## src/rtl/cmm_pkg.sv

```systemverilog
// Shared types and constants of the complex matrix multiplier.
package cmm_pkg;

    localparam int IDX_W      = 3;   // row/column index width on the ports
    localparam int CFG_W      = 4;   // dimension register width
    localparam int FIELD_W    = 16;  // width of a part field on the input port
    localparam int MAX_PART_W = 24;  // widest part the stores may hold
    localparam int SUM_W      = 40;  // width of a product sum
    localparam int IN_DATA_W  = 40;  // row, col, real, imag, padded to bytes
    localparam int OUT_DATA_W = 88;  // row, col, sum real, sum imag, padded

    typedef logic [1:0] cmd_t;
    localparam cmd_t CMD_LOAD_A = 2'd0;
    localparam cmd_t CMD_LOAD_B = 2'd1;
    localparam cmd_t CMD_START  = 2'd2;

    typedef logic [1:0] cfg_idx_t;
    localparam cfg_idx_t CFG_ROWS_A    = 2'd0;
    localparam cfg_idx_t CFG_INNER_DIM = 2'd1;
    localparam cfg_idx_t CFG_COLS_B    = 2'd2;

    localparam logic [CFG_W-1:0] DIM_RESET = 4'd8;

    typedef struct packed {
        logic [CFG_W-1:0] rows_a;
        logic [CFG_W-1:0] inner_dim;
        logic [CFG_W-1:0] cols_b;
    } cmm_dims_t;

    // Travels with each memory read down the MAC pipeline.
    typedef struct packed {
        logic [IDX_W-1:0] row;
        logic [IDX_W-1:0] col;
        logic             first;    // first term of a dot product
        logic             last_k;   // last term of a dot product
        logic             last_el;  // last product element of the run
    } cmm_tag_t;

endpackage

```

## src/rtl/cmm_mac.sv

```systemverilog
// Complex multiply-accumulate pipeline with the result output register.
module cmm_mac #(
    parameter int PART_WIDTH = 16
) (
    input  logic                            clk,
    input  logic                            rst_n,
    input  logic                            issue,
    input  cmm_pkg::cmm_tag_t               tag,
    input  logic [2*PART_WIDTH-1:0]         rd_a,     // {imag, real}
    input  logic [2*PART_WIDTH-1:0]         rd_b,     // {imag, real}
    input  logic                            out_ready,
    output logic                            adv,
    output logic                            done,
    output logic                            out_valid,
    output logic [cmm_pkg::IDX_W-1:0]       out_row,
    output logic [cmm_pkg::IDX_W-1:0]       out_col,
    output logic signed [cmm_pkg::SUM_W-1:0] out_re,
    output logic signed [cmm_pkg::SUM_W-1:0] out_im,
    output logic                            out_last
);

    localparam int PROD_W = 2 * PART_WIDTH;
    localparam int SUM_W  = cmm_pkg::SUM_W;

    logic signed [PART_WIDTH-1:0] a_re, a_im, b_re, b_im;

    logic                v1_reg, v2_reg;
    cmm_pkg::cmm_tag_t   t1_reg, t2_reg;
    logic signed [PROD_W-1:0] p_rr_reg, p_ii_reg, p_ri_reg, p_ir_reg;
    logic signed [SUM_W-1:0]  acc_re_reg, acc_im_reg;
    logic signed [SUM_W-1:0]  base_re, base_im, sum_re, sum_im;

    logic                      out_valid_reg, out_valid_next;
    logic [cmm_pkg::IDX_W-1:0] out_row_reg, out_col_reg;
    logic signed [SUM_W-1:0]   out_re_reg, out_im_reg;
    logic                      out_last_reg;
    logic                      commit;

    assign a_re = $signed(rd_a[PART_WIDTH-1:0]);
    assign a_im = $signed(rd_a[PROD_W-1:PART_WIDTH]);
    assign b_re = $signed(rd_b[PART_WIDTH-1:0]);
    assign b_im = $signed(rd_b[PROD_W-1:PART_WIDTH]);

    // The whole pipeline freezes while a result waits at the output.
    assign adv    = !(out_valid_reg && !out_ready);
    assign commit = adv && v2_reg && t2_reg.last_k;
    assign done   = commit && t2_reg.last_el;

    always_comb
    begin
        base_re = t2_reg.first ? '0 : acc_re_reg;
        base_im = t2_reg.first ? '0 : acc_im_reg;
        sum_re  = base_re + SUM_W'(p_rr_reg) - SUM_W'(p_ii_reg);
        sum_im  = base_im + SUM_W'(p_ri_reg) + SUM_W'(p_ir_reg);
    end

    always_comb
    begin
        out_valid_next = (out_valid_reg && !out_ready) || commit;
    end

    always_ff @(posedge clk or negedge rst_n)
    begin
        if (!rst_n)
        begin
            v1_reg        <= 1'b0;
            v2_reg        <= 1'b0;
            out_valid_reg <= 1'b0;
        end
        else
        begin
            if (adv)
            begin
                v1_reg <= issue;
                v2_reg <= v1_reg;
            end
            out_valid_reg <= out_valid_next;
        end
    end

    always_ff @(posedge clk)
    begin
        if (adv)
        begin
            t1_reg   <= tag;
            t2_reg   <= t1_reg;
            p_rr_reg <= PROD_W'(a_re) * PROD_W'(b_re);
            p_ii_reg <= PROD_W'(a_im) * PROD_W'(b_im);
            p_ri_reg <= PROD_W'(a_re) * PROD_W'(b_im);
            p_ir_reg <= PROD_W'(a_im) * PROD_W'(b_re);
            if (v2_reg)
            begin
                acc_re_reg <= sum_re;
                acc_im_reg <= sum_im;
            end
        end
        if (commit)
        begin
            out_row_reg  <= t2_reg.row;
            out_col_reg  <= t2_reg.col;
            out_re_reg   <= sum_re;
            out_im_reg   <= sum_im;
            out_last_reg <= t2_reg.last_el;
        end
    end

    assign out_valid = out_valid_reg;
    assign out_row   = out_row_reg;
    assign out_col   = out_col_reg;
    assign out_re    = out_re_reg;
    assign out_im    = out_im_reg;
    assign out_last  = out_last_reg;

endmodule

```

## config.mk

```make
export PLATFORM = sky130hd
export DESIGN_NAME = cmm_mac
export DESIGN_NICKNAME = d
export VERILOG_FILES = /design/src/rtl/cmm_pkg.sv /design/src/rtl/cmm_mac.sv
export SDC_FILE = /design/constraint.sdc
export NUM_CORES = 2
export LEC_CHECK = 0
export BUFFER_PORTS_ARGS = -buffer_cell sky130_fd_sc_hd__buf_2
export CAP_MARGIN = 20
export CORE_MARGIN = 5
export CORE_UTILIZATION = 25
export CTS_CLUSTER_DIAMETER = 30
export DETAILED_ROUTE_END_ITERATION = 10
export PLACE_DENSITY = 0.35
export SETUP_SLACK_MARGIN = 0.5
export SYNTH_ARGS = -nofsm -noshare
export SYNTH_HDL_FRONTEND = slang
export SYNTH_SLANG_ARGS = --single-unit
```

## constraint.sdc

```tcl
create_clock -name clk -period 12.1 [get_ports clk]
set_input_delay 0.605 -clock clk [delete_from_list [all_inputs] [get_ports clk]]
set_output_delay 0.605 -clock clk [all_outputs]
set_load 0.01 [all_outputs]
```

==> impl_metrics.toml <==
[final_layout]
final_util_pct = 28.57
fin_area_mm2 = 0.06259
drive_gt1_share_pct = 6.885
area_growth_pct = 13.94
nets = 7175
fin_cells = 8535
fillCellCount = 23183

[critical_path]
r2r_slack_ps = 6450
cp-end-kind = "register"
path_max_fanout = 32
crit_type = "primary input to register"
critPathCapture = "p_ri_reg[31]$_DFFE_PN_"
crit_start = "rd_b[17]"
startpoint_type = "primary input"
regToRegStartpoint = "t2_reg[2]$_DFFE_PN_"
cp_data_required_time_ps = 12540
r2r.worst_path.cells = 17
cp.arrival_ps = 7720
reg2reg_to = "out_im[39]$_DFFE_PP_"

[die]
die_w_um = 478.7
start_util_pct = 25.07
die_h_um = 478.7
core.rowCount = 172
die_area_mm2 = 0.2292
ioPinCount = 167
fp.coreArea_mm2 = 0.2191

[min_path]
holdCritPathClass = "primary input to register"

[clocking]
numCtsBuffers = 103
cts_buffer_depth = 3
cts_tree = "built"
htreeDepth = 3
post-cts-setup-buffers = 0
clk_latency_ps = 730
cts-root-buf = "clkbuf_16"
clkSlewWorstSetupHoldPaths_ps = 50
clkSinkCount = 316
cts_resized = 0

[synthesis]
yosysUniqueCellTypes = 75
synth-edff-count = 313
synthFlopType = "edfxtp_1"
syn_avg_cell_area_um2 = 10.09
netlist_instances = 5442
seq_area_frac_synth_pct = 17.25
syn_nets = 7054
synthArstFlopShare_pct = 0.9494
synth_warnings = 0
synth_seq_cells = 316
syn_area_mm2 = 0.05493

[timing]
period_needed_ps = 7276
setup_viol = 0
rsz0062_at_grt = "no"
post-route-period-util_pct = 60.13
worstMarginPinSlew_ps = 1055
max_slew_margin_pct = 29.70
tns_ps = 0
skew_ps = 64.97
drv_slew = 0
fmax_mhz = 137.4
timing.final.hold_violations = 0

[drt]
remaining_drc_errors = 0
wirelength_mm = 163.4
vias = 36837
wire_per_inst_um = 19.15
ant_nets = 0
drt_iter0_markers = 1696
drt_pass1_iterations = 5
viasPerCell = 4.316

[placement]
placement.io_buffers = 166
place_area_mm2 = 0.05894
dp.cells = 8319
gp_congestion = 0.7859
place_hpwl_mm = 127.7

[grt]
grt_usage_pct = 14.64
grt_remaining_overflow = 0
grt_pass1_vias = 41336
antenna_found_initial = 40
grt_pass1_wl_mm = 254.4
grt_start_max_net_pins = 56

[flow_run]
maxCapViolations = 0

[outcome]
status = "finished, final reports clean"
[worst min path at each step]
stage	startpoint	to	cells past startpoint
finish	issue	v1_reg$_DFFE_PN0N_	2
detailed placement	t1_reg[4]$_DFFE_PN_	t2_reg[4]$_DFFE_PN_	0
floorplan	rst_n	out_valid$_DFF_PN0_	0
CTS	issue	v1_reg$_DFFE_PN0N_	2
global route	issue	v1_reg$_DFFE_PN0N_	2
global placement	rst_n	out_valid$_DFF_PN0_	1
[placed cells by master, fill, tap and decap left out, types with 15 or more instances in the layout]
master / n
a31oi_1: 20
xnor2_1: 157
xor2_1: 56
a21oi_1: 147
a21o_1: 102
nor2b_1: 53
clkinv_2: 22
nand3_1: 30
o21a_1: 29
ha_1: 408
nand2_1: 511
inv_1: 1275
buf_4: 45
clkinv_1: 20
clkbuf_16: 104
o21bai_1: 20
and2_1: 508
bufinv_16: 15
nor2_1: 143
buf_2: 166
fa_1: 1127
nand2b_1: 75
edfxtp_1: 313
clkbuf_1: 20
nor3_1: 32
o21ai_0: 54
[critical path, stage by stage]
cell       delay, ps
buf_2            740
nand2_1          190
fa_1             540
fa_1             540
fa_1             530
inv_1             60
fa_1             510
fa_1             510
inv_1             50
fa_1             470
inv_1             40
ha_1             330
a211oi_1         360
nor2_1           140
a2111oi_0        790
nor2_1           290
a221oi_1         370
nor2_1           170
nand2_1          130
a31oi_1          110
nor2_1           140
xnor2_1           90
[cell type report]
type	instances	area [um^2]	area share, %
Inverter	1277	4796	7.662
Sequential cell	316	9474	15.14
Clock inverter	68	834.6	1.333
Clock buffer	124	2678	4.278
Tap cell	2871	3592	5.739
Multi-Input combinational cell	3644	39910	63.77
Timing Repair Buffer	221	1269	2.027
Antenna cell	14	35.03	0.05597
[metal layers]
layer  track usage (%)  up-vias  routed length [um]
li1                  -    16779                   -
met1             19.07    19256               72060
met2             25.64      585               81650
met3             2.078      203                5950
met4             3.509       14                3662
met5                 0        -                 100
[stage by stage]
stage                     hold slack (ps)  setup slack (ps)
final                               115.6              4824
after global routing                68.96              4460
after floorplan                     309.4              2634
after CTS                           28.42              4927
after global placement              400.3              4114
after detailed placement            404.5              4137
[cells by family (layout without fill, tap and decap cells)]
logic type | Yosys count | count (layout) | synth area share (%)
other | 0 | 14 | 0
AO/OA/AOI/OAI | 487 | 487 | 5.847
flip-flops | 316 | 316 | 17.25
XOR/XNOR | 214 | 214 | 3.412
adder cells (fa/ha/maj) | 1535 | 1535 | 50.37
AND/OR/NAND/NOR | 1405 | 1405 | 12.94
buffers and inverters | 1482 | 1690 | 10.13
multiplexers | 3 | 3 | 0.05922
[synthesized netlist by cell type, drive strengths merged, types with 5 or more instances]
cell / count / area [um^2]
inv: 1276 / 4790
fa: 1127 / 22560
nand2: 511 / 1918
and2: 509 / 3184
ha: 408 / 5105
edfxtp: 313 / 9399
clkbuf: 201 / 754.5
xnor2: 158 / 1384
a21oi: 151 / 770.7
nor2: 143 / 536.8
a21o: 103 / 774.5
nand2b: 76 / 475.5
o21ai: 66 / 330.3
xor2: 56 / 490.5
nor2b: 53 / 331.6
nor3: 33 / 170.2
nand3: 30 / 150.1
o21a: 29 / 217.7
a31oi: 20 / 125.1
o21bai: 20 / 150.1
a211oi: 13 / 97.59
nand4: 13 / 81.33
and3: 9 / 56.30
o211ai: 9 / 72.57
a211o: 7 / 61.31
a41oi: 7 / 61.31
o31ai: 7 / 52.55
a2111oi: 6 / 53.80
a221oi: 6 / 52.55
a31o: 5 / 43.79
or2: 5 / 31.28
[repair_timing]
action | 4_1_cts | 5_1_grt
endpoints found under the hold margin | 12 | 0
setup endpoints to repair | 0 | 0
hold buffers | 10 | 0
Power is not shown: default switching activity piles up to over one toggle a cycle in this logic, so the estimate is an artifact.
