**src/rtl/cmm_pkg.sv**
```systemverilog
// Shared types and constants of the complex matrix multiplier.
package cmm_pkg;

    localparam int IDX_W      = 3;   // row/column index width on the ports
    localparam int CFG_W      = 4;   // dimension register width
    localparam int FIELD_W    = 16;  // width of a part field on the input port
    localparam int MAX_PART_W = 24;  // widest part the stores may hold
    localparam int SUM_W      = 40;  // width of a product sum
    localparam int IN_DATA_W  = 40;  // row, col, real, imag, padded to bytes
    localparam int OUT_DATA_W = 88;  // row, col, sum real, sum imag, padded

    typedef logic [1:0] cmd_t;
    localparam cmd_t CMD_LOAD_A = 2'd0;
    localparam cmd_t CMD_LOAD_B = 2'd1;
    localparam cmd_t CMD_START  = 2'd2;

    typedef logic [1:0] cfg_idx_t;
    localparam cfg_idx_t CFG_ROWS_A    = 2'd0;
    localparam cfg_idx_t CFG_INNER_DIM = 2'd1;
    localparam cfg_idx_t CFG_COLS_B    = 2'd2;

    localparam logic [CFG_W-1:0] DIM_RESET = 4'd8;

    typedef struct packed {
        logic [CFG_W-1:0] rows_a;
        logic [CFG_W-1:0] inner_dim;
        logic [CFG_W-1:0] cols_b;
    } cmm_dims_t;

    // Travels with each memory read down the MAC pipeline.
    typedef struct packed {
        logic [IDX_W-1:0] row;
        logic [IDX_W-1:0] col;
        logic             first;    // first term of a dot product
        logic             last_k;   // last term of a dot product
        logic             last_el;  // last product element of the run
    } cmm_tag_t;

endpackage

```
**src/rtl/cmm_seq.sv**
```systemverilog
// Read sequencer: walks i, j, k over the product and addresses both stores.
module cmm_seq #(
    parameter int MAX_DIM = 8,
    parameter int ADDR_W  = 6
) (
    input  logic                clk,
    input  logic                rst_n,
    input  logic                start,
    input  cmm_pkg::cmm_dims_t  dims,
    input  logic                adv,
    output logic                issue,
    output logic [ADDR_W-1:0]   addr_a,
    output logic [ADDR_W-1:0]   addr_b,
    output cmm_pkg::cmm_tag_t   tag
);

    // Effective dimension minus one: zero acts as one, oversize as MAX_DIM.
    function automatic logic [cmm_pkg::IDX_W-1:0] last_idx(
        input logic [cmm_pkg::CFG_W-1:0] d
    );
        logic [cmm_pkg::IDX_W-1:0] r;
        if (d == '0)
        begin
            r = '0;
        end
        else if (int'(d) > MAX_DIM)
        begin
            r = cmm_pkg::IDX_W'(MAX_DIM - 1);
        end
        else
        begin
            r = cmm_pkg::IDX_W'(d - 1'b1);
        end
        return r;
    endfunction

    logic                       active_reg, active_next;
    logic [cmm_pkg::IDX_W-1:0]  i_reg, i_next;
    logic [cmm_pkg::IDX_W-1:0]  j_reg, j_next;
    logic [cmm_pkg::IDX_W-1:0]  k_reg, k_next;
    logic [cmm_pkg::IDX_W-1:0]  last_i_reg, last_i_next;
    logic [cmm_pkg::IDX_W-1:0]  last_j_reg, last_j_next;
    logic [cmm_pkg::IDX_W-1:0]  last_k_reg, last_k_next;

    always_comb
    begin
        active_next = active_reg;
        i_next      = i_reg;
        j_next      = j_reg;
        k_next      = k_reg;
        last_i_next = last_i_reg;
        last_j_next = last_j_reg;
        last_k_next = last_k_reg;
        if (start)
        begin
            active_next = 1'b1;
            i_next      = '0;
            j_next      = '0;
            k_next      = '0;
            last_i_next = last_idx(dims.rows_a);
            last_j_next = last_idx(dims.cols_b);
            last_k_next = last_idx(dims.inner_dim);
        end
        else if (active_reg && adv)
        begin
            if (k_reg != last_k_reg)
            begin
                k_next = k_reg + 1'b1;
            end
            else
            begin
                k_next = '0;
                if (j_reg != last_j_reg)
                begin
                    j_next = j_reg + 1'b1;
                end
                else
                begin
                    j_next = '0;
                    if (i_reg != last_i_reg)
                    begin
                        i_next = i_reg + 1'b1;
                    end
                    else
                    begin
                        active_next = 1'b0;
                    end
                end
            end
        end
    end

    always_ff @(posedge clk or negedge rst_n)
    begin
        if (!rst_n)
        begin
            active_reg <= 1'b0;
        end
        else
        begin
            active_reg <= active_next;
        end
    end

    always_ff @(posedge clk)
    begin
        i_reg      <= i_next;
        j_reg      <= j_next;
        k_reg      <= k_next;
        last_i_reg <= last_i_next;
        last_j_reg <= last_j_next;
        last_k_reg <= last_k_next;
    end

    assign issue  = active_reg;
    assign addr_a = ADDR_W'(int'(i_reg) * MAX_DIM + int'(k_reg));
    assign addr_b = ADDR_W'(int'(k_reg) * MAX_DIM + int'(j_reg));

    always_comb
    begin
        tag.row     = i_reg;
        tag.col     = j_reg;
        tag.first   = (k_reg == '0);
        tag.last_k  = (k_reg == last_k_reg);
        tag.last_el = (k_reg == last_k_reg) && (j_reg == last_j_reg) &&
                      (i_reg == last_i_reg);
    end

endmodule

```
**config.mk**
```make
export PLATFORM = sky130hd
export DESIGN_NAME = cmm_seq
export DESIGN_NICKNAME = d
export VERILOG_FILES = /design/src/rtl/cmm_pkg.sv /design/src/rtl/cmm_seq.sv
export SDC_FILE = /design/constraint.sdc
export NUM_CORES = 1
export LEC_CHECK = 0
export BUFFER_PORTS_ARGS = -buffer_cell sky130_fd_sc_hd__clkbuf_2
export CORE_MARGIN = 10
export CORE_UTILIZATION = 45
export DETAILED_ROUTE_END_ITERATION = 6
export GPL_ROUTABILITY_DRIVEN = 0
export PLACE_DENSITY = 0.72
export REMOVE_ABC_BUFFERS = 1
export SYNTH_ARGS = -nofsm -noshare
export SYNTH_HDL_FRONTEND = slang
export SYNTH_SLANG_ARGS = --single-unit
```
**constraint.sdc**
```tcl
create_clock -name clk -period 1.82 [get_ports clk]
set_clock_uncertainty 0.05 [all_clocks]
set_input_delay 0.546 -clock clk [delete_from_list [all_inputs] [get_ports clk]]
set_output_delay 0.546 -clock clk [all_outputs]
set_load 0.005 [all_outputs]
```
==> results.md, run 1 <==
* Maximum VDD drop at between 0.0004 and 0.0005 V
* Most common cell in the netlist: inv_1
* Final worst-path cycle share at 1.11
* Register area at between 400 and 500 sq um
* Area of the multi-input gates at 623 sq um
* Ys async rst share at 0.0526
* Failing checks: negative setup slack
* Reg2Reg Depth at 5
* TritonCTS clock tree: yes
* Critical path's slowest cell: edfxtp_1
* Max Clock Freq at 0.493 GHz
* Clock insertion delay at the later pin of the skew report at 0.32 ns
* Die X at approximately 70 microns
* Hold Path Cell Cnt at 2
* Fin cells at 197
* Complex-gate fraction of the synthesized area at 0.109
* Worst Hold Class: primary input to flop
* Clock-pin slew on the worst setup and hold paths at 0.12 ns
* Drt via density at 5.21
* Simple-Gate Fraction of Synth Area at 0.178
* Ant. Diodes at 0
* GRT overflow at 0
* Mux contribution to synthesized area at 0.0363
* Buf/Inv on CP at 1
* Worst R2R Start: last_j_reg[1]
* Starting Density at 0.473
* Cell mode on critical path: and3_4
* Via count at about 1000
* Die height at 71.0 microns
* Initial drt markers at 42
* Layout Nets at 191
* Top area cells in the synthesized netlist: edfxtp_1 (23%), dfxtp_1 (15%), ha_1 (7.5%)
* Post-synth cell types at 33
* Most used DFF post-synth: edfxtp_1
* Input/output buffers at 37
* CP max stage delay at 0.43 ns
* Final HPWL DP at 2.17 mm
* DR pass1 iterations at 4
* Area share of fa/ha/maj cells after synthesis at 0.0748
* Sequential area share after synthesis at 0.406
* Share of the synthesized area in the top cell type at 0.231
* Crit path time final at 2.03 ns
* Pwr dens at 618 nW/um^2
* Delay-heaviest family, CP: flip-flops
* FILL cells at 211
* Yosys reg bits at 19
* CTS sink cnt at 19
* Fin util at 0.634
* Largest area contributor in the netlist: edfxtp_1
* Hold_sp: dims[11]
* Max_cap viols at 0
* Yosys warning count at 0
* Status: complete, but fails checks
* CTS Buf Count at 3
* Gr usage total at 0.110
* Mapped cell area at 1170 sq um
* R2r endpoint: i_reg[2]
* CP startpoint kind: flop
* Placed Instances at 182
* Largest family of logic cells by synthesized area: simple AND/OR/NAND/NOR gates
* Clock tree buffer depth at 2
* Clock root cell: clkbuf_4
* Synth-to-layout area growth at 34.1%
* Die ar. at 5040 sq um
* CP Max Fanout at 3
* Pre-CTS setup slack at roughly 0.056 ns
* Finished Cell Area at 1570 sq um
* Residual DRC count at 0
* List of most frequent post-synthesis cells: inv_1 (13), buf_4 (9), dfxtp_1 (9), edfxtp_1 (9), a21oi_1 (8)
* Fin. Hold Viols at 0
* H-tree depth at 1
* Final setup violation count at 2
* Pleak at 0.761 nW
* Min-Delay Endpoint: last_i_reg[2]
* Routed WL per cell at around 15 microns
* Drt total wl at 2.96 mm
* Final setup margin at -0.208 ns
* Measured slew at the worst slew-check pin at 0.503 ns
* FF-to-FF setup slack at 0.03 ns
* Placed Area at 1380 sq um
* Avg Cell Area, Syn at 10.0 sq um
* Antenna-violating nets left at 0
* Number of global-route vias before repair at 1041
* Synth Area in XOR/XNOR at 0.0929
* Post-Synthesis Cells at roughly 120
* First-pass GRT wire length at 4.65 mm
* Rel. slew slack at 0.665
* Post-synth EDFFs at 9
* RSZ-0062 raised after global routing: yes
* Core ar. at about 2500 sq um
* I/O Pins at 38
* Worst endpoint required time at 1.22 ns
* Largest net degree at the start of global routing at 24
* Initial antenna violation count at 0
* Crit Path Class: flop to primary output
* # rows at 18
* Fraction of layout cells with a size suffix above 1 at 0.467
* Crit path capture type: primary output
* Crit-path cells: xnor2_2, and3_4, and3_4, buf_6
* Slew Viols, Final at 0
* Worst EP arrival at 1.43 ns
-- metal layers --
| layer | GRT usage | vias up | wire length [microns] |
|---|---|---|---|
| li1 | - | 496 | - |
| met1 | 0.109 | 500 | 1090 |
| met2 | 0.208 | 21 | 1630 |
| met3 | 0.0223 | 9 | 135 |
| met4 | 0.0624 | 0 | 98 |
| met5 | 0 | - | 0 |
-- where the power goes --
part,switching (mW),internal (mW)
Clock,0.146,0.0823
Combinational,0.115,0.131
Sequential,0.0193,0.477
-- stage by stage --
| stage | total power, mW | setup TNS [ns] | hold slack [ns] |
|---|---|---|---|
| final | 0.971 | -0.303 | 0.439 |
| after global routing | 1.01 | -0.564 | 0.453 |
| after CTS | 0.939 | -0.224 | 0.445 |
| after detailed placement | 0.687 | 0 | 0.275 |
| after global placement | 0.678 | 0 | 0.271 |
| after floorplan | 0.607 | 0 | 0.200 |
-- cell families (layout without fill, tap and decap cells) --
group,Yosys count,in the layout
flops,19,19
simple gates,34,34
fa+ha+maj,7,7
xor+xnor,9,9
buf+inv,23,73
compound gates,21,21
mux,4,4
-- cell usage in the layout (no fill, tap or decap), types with 2 or more instances in the layout --
cell	netlist	final
clkbuf_2	0	35
buf_4	9	16
inv_1	13	12
edfxtp_1	9	9
a21oi_1	8	8
nor2_1	7	7
xnor2_2	4	6
ha_1	7	6
nand2_1	5	5
dfxtp_1	9	5
o21ai_0	4	4
a21o_1	4	4
buf_6	0	4
and3_4	0	3
xor2_1	3	3
nand2b_1	3	3
nand3_1	3	3
nor2b_1	3	3
clkbuf_4	0	3
dfxtp_2	0	3
a31oi_1	2	2
mux2i_1	2	2
o21bai_1	2	2
mux2_1	2	2
-- worst max-delay path by stage --
stage / start / end / slack, ns / cells after the start
floorplan: adv / i_reg[2] / 0.20 / 4
global placement: last_i_reg[1] / tag[0] / 0.08 / 4
detailed placement: adv / i_reg[0] / 0.06 / 5
CTS: last_j_reg[1] / tag[0] / -0.18 / 4
global route: last_i_reg[1] / tag[0] / -0.28 / 4
finish: last_j_reg[2] / tag[0] / -0.21 / 4
-- timing repair --
item / 4_1_cts / 5_1_grt
resized for setup: 12 / 7
pin swaps: 5 / 6
setup buffers: 6 / 4
setup endpoints to repair: 3 / 5
gates cloned: 0 / 0
hold endpoints to repair: 1 / 0
hold buffers: 1 / 0
-- worst reg2reg max path, cell delays in order (launching register included) --
cell      delay (ns)
edfxtp_1        0.44
xnor2_2         0.19
buf_4           0.15
nand3_1         0.20
nor4b_2         0.32
mux2_1          0.34
-- layout make-up --
class                      count  area share
clock buffer                   3      0.0143
clock inverter                 1     0.00319
inverter                      13      0.0311
multi-input combinational     75       0.397
sequential                    19       0.308
tap                           30      0.0239
timing repair buffer          56       0.223
Power figures use the tool's default switching activity.
==> inputs of run 2 (changes only) <==
BUFFER_PORTS_ARGS = not set   (was -buffer_cell sky130_fd_sc_hd__clkbuf_2)
DONT_BUFFER_PORTS = 1   (was not set)
PLACE_DENSITY = not set   (was 0.72)
==> run 2 against run 1 <==
Setup slack improved by 0.099 ns. Total power down 8.8%. Die area unchanged. Final area decreased by 15%. Global-route usage decreased by 1.8 points. The flow still finishes with violations (negative setup slack). Cell count is 20% lower. Highest routed layer unchanged. First-iteration DRC count is 29% lower. Via count down 21%. Sequential share of layout area grew 5.2 points. Non-clock buffer count is 40 lower. Clock-buffer cell count is 1 higher. Clock power fell by 7%.
==> results.md, run 2 (synthesized netlist as in run 1, its figures left out) <==
* Status: complete, but fails checks
* Failing checks: negative setup slack
* Drt via density at 5.18 (-0.57%)
* Combinational group share of total power at 0.200 (-0.054)
* DR pass1 iterations at 4 (unchanged)
* Maximum VDD drop at 0.000434 V (+4.9%)
* Worst Hold Class: primary input to flop
* Delay-heaviest family, CP: flip-flops
* Reg power frac at 0.559 (+0.048)
* Routed WL per cell at 14.8 microns (-1.7%)
* Initial drt markers at 30 (-29%)
* H-tree depth at 1 (unchanged)
* Drt total wl at 2.32 mm (-22%)
* Net switching power at 227 uW (-19%)
* Crit path capture type: primary output
* Setup TNS at -0.109 ns (+0.194 ns)
* Pwr dens at 662 nW/um^2 (+7.1%)
* Via count at 813 (-21%)
* Die X at 71.0 microns (unchanged)
* CP Max Fanout at 3 (unchanged)
* Largest net degree at the start of global routing at 24 (unchanged)
* Final setup margin at -0.109 ns (+0.0989 ns)
* Measured slew at the worst slew-check pin at 0.234 ns (-0.269 ns)
* Placed Area at 1220 sq um (-12%)
* I/O Pins at 38 (unchanged)
* RSZ-0062 raised after global routing: yes
* First-pass GRT wire length at 3.86 mm (-17%)
* Max_cap viols at 0 (unchanged)
* Cell mode on critical path: and3_4
* Starting Density at 0.473 (unchanged)
* Clock tree buffer depth at 2 (unchanged)
* Worst EP arrival at 1.33 ns (-0.10 ns)
* Critical path's slowest cell: edfxtp_1
* Most frequent cells in the layout: inv_1 (12), buf_4 (12), edfxtp_1 (9)
* CP startpoint kind: flop
* Pre-CTS setup slack at 0.0527 ns (-0.00372 ns)
* Number of global-route vias before repair at 859 (-17%)
* Antenna-violating nets left at 0 (unchanged)
* Crit-path cells: xnor2_2, and3_4, and3_4
* Sw Share at 0.257 (-0.0322)
* Clock power frac at 0.241 (+0.006)
* Final HPWL DP at 1.83 mm (-16%)
* Gr usage total at 0.0922 (-0.0182)
* Slew Viols, Final at 0 (unchanged)
* TritonCTS clock tree: yes
* Pleak at 0.580 nW (-24%)
* Int Pwr at 658 uW (-4.7%)
* Ant. Diodes at 0 (unchanged)
* # rows at 18 (unchanged)
* Clock root cell: clkbuf_4
* Final worst-path cycle share at 1.06 (-0.0543)
* Crit path time final at 1.93 ns (-0.0989 ns)
* Worst endpoint required time at 1.22 ns (about the same)
* Crit Path Class: flop to primary output
* Residual DRC count at 0 (unchanged)
* Rel. slew slack at 0.843 (+0.179)
* Fraction of layout cells with a size suffix above 1 at 0.276 (-0.191)
* CP max stage delay at 0.43 ns (about the same)
* Core ar. at 2480 sq um (unchanged)
* Input/output buffers at 0 (-100%)
* Die ar. at 5040 sq um (unchanged)
* Layout Nets at 151 (-21%)
* Fin. Hold Viols at 0 (unchanged)
* CTS sink cnt at 19 (unchanged)
* Initial antenna violation count at 0 (unchanged)
* GRT overflow at 0 (unchanged)
* Clock-pin slew on the worst setup and hold paths at 0.11 ns (about the same)
* Die height at 71.0 microns (unchanged)
* Final setup violation count at 1 (-1)
* Buf/Inv on CP at 0 (-1)
* Synth-to-layout area growth at 14.2%
* CTS Buf Count at 3 (unchanged)
* Finished Cell Area at 1340 sq um (-15%)
* Clock insertion delay at the later pin of the skew report at 0.29 ns (-0.03 ns)
* Max Clock Freq at 0.518 GHz (+5.1%)
[run 2: cell types whose count changed in the layout (fill, tap and decap cells not counted), sizes merged]
| cell | previous run | this run |
|---|---|---|
| clkinv | 1 | 0 |
| buf | 20 | 15 |
| clkbuf | 38 | 4 |
[run 2: timing repair]
action | 4_1_cts | 5_1_grt
resized for setup | 6 | 8
hold buffers | 1 | 0
setup buffers | 4 | 0
pin swaps | 3 | 6
setup endpoints to repair | 3 | 4
hold endpoints to repair | 1 | 0
cloned | 0 | 0
[run 2: stage by stage]
step / cells / hold WS, ns / utilization / total power [mW]
6_report: 157 / 0.252 / 0.540 / 0.885
5_1_grt: 157 / 0.231 / 0.540 / 0.934
4_1_cts: 157 / 0.242 / 0.530 / 0.883
3_5_place_dp: 148 / 0.200 / 0.492 / 0.643
3_3_place_gp: 148 / 0.200 / 0.492 / 0.638
2_1_floorplan: 107 / 0.200 / - / 0.607
[run 2: worst paths after layout]
kind | from | end | slack (ns) | depth (start not counted)
setup / recovery | last_j_reg[1] | tag[0] | -0.11 | 3
hold / removal | start | k_reg[1] | 0.25 | 1
setup reg to reg | last_j_reg[0] | i_reg[2] | 0.05 | 5
hold reg to reg | issue | issue | 0.52 | 1
max in group asynchronous | rst_n | issue | 1.22 | 1
min in group asynchronous | rst_n | issue | 0.40 | 1
[run 2: layer usage]
layer / global-route usage / share of wire
met4: 0.0323 / 0.0086
met2: 0.158 / 0.49
met3: 0.0418 / 0.11
met1: 0.0973 / 0.40
met5: 0 / 0
[run 2: final cells by class]
| class | instances | area, sq um |
|---|---|---|
| flip-flops and latches | 19 | 480 |
| repair buffers | 16 | 134 |
| multi-input cells | 75 | 608 |
| fillers | 225 | 1140 |
| clock buffers | 4 | 26.3 |
| inverters | 13 | 51.3 |
| well taps | 30 | 37.5 |
[run 2: power groups by stage]
stage | combinational, mW | clock (mW) | sequential, mW
3_5_place_dp | 0.140 | 0 | 0.503
4_1_cts | 0.167 | 0.221 | 0.496
5_1_grt | 0.198 | 0.238 | 0.498
2_1_floorplan | 0.100 | 0 | 0.506
3_3_place_gp | 0.137 | 0 | 0.502
6_report | 0.177 | 0.213 | 0.495
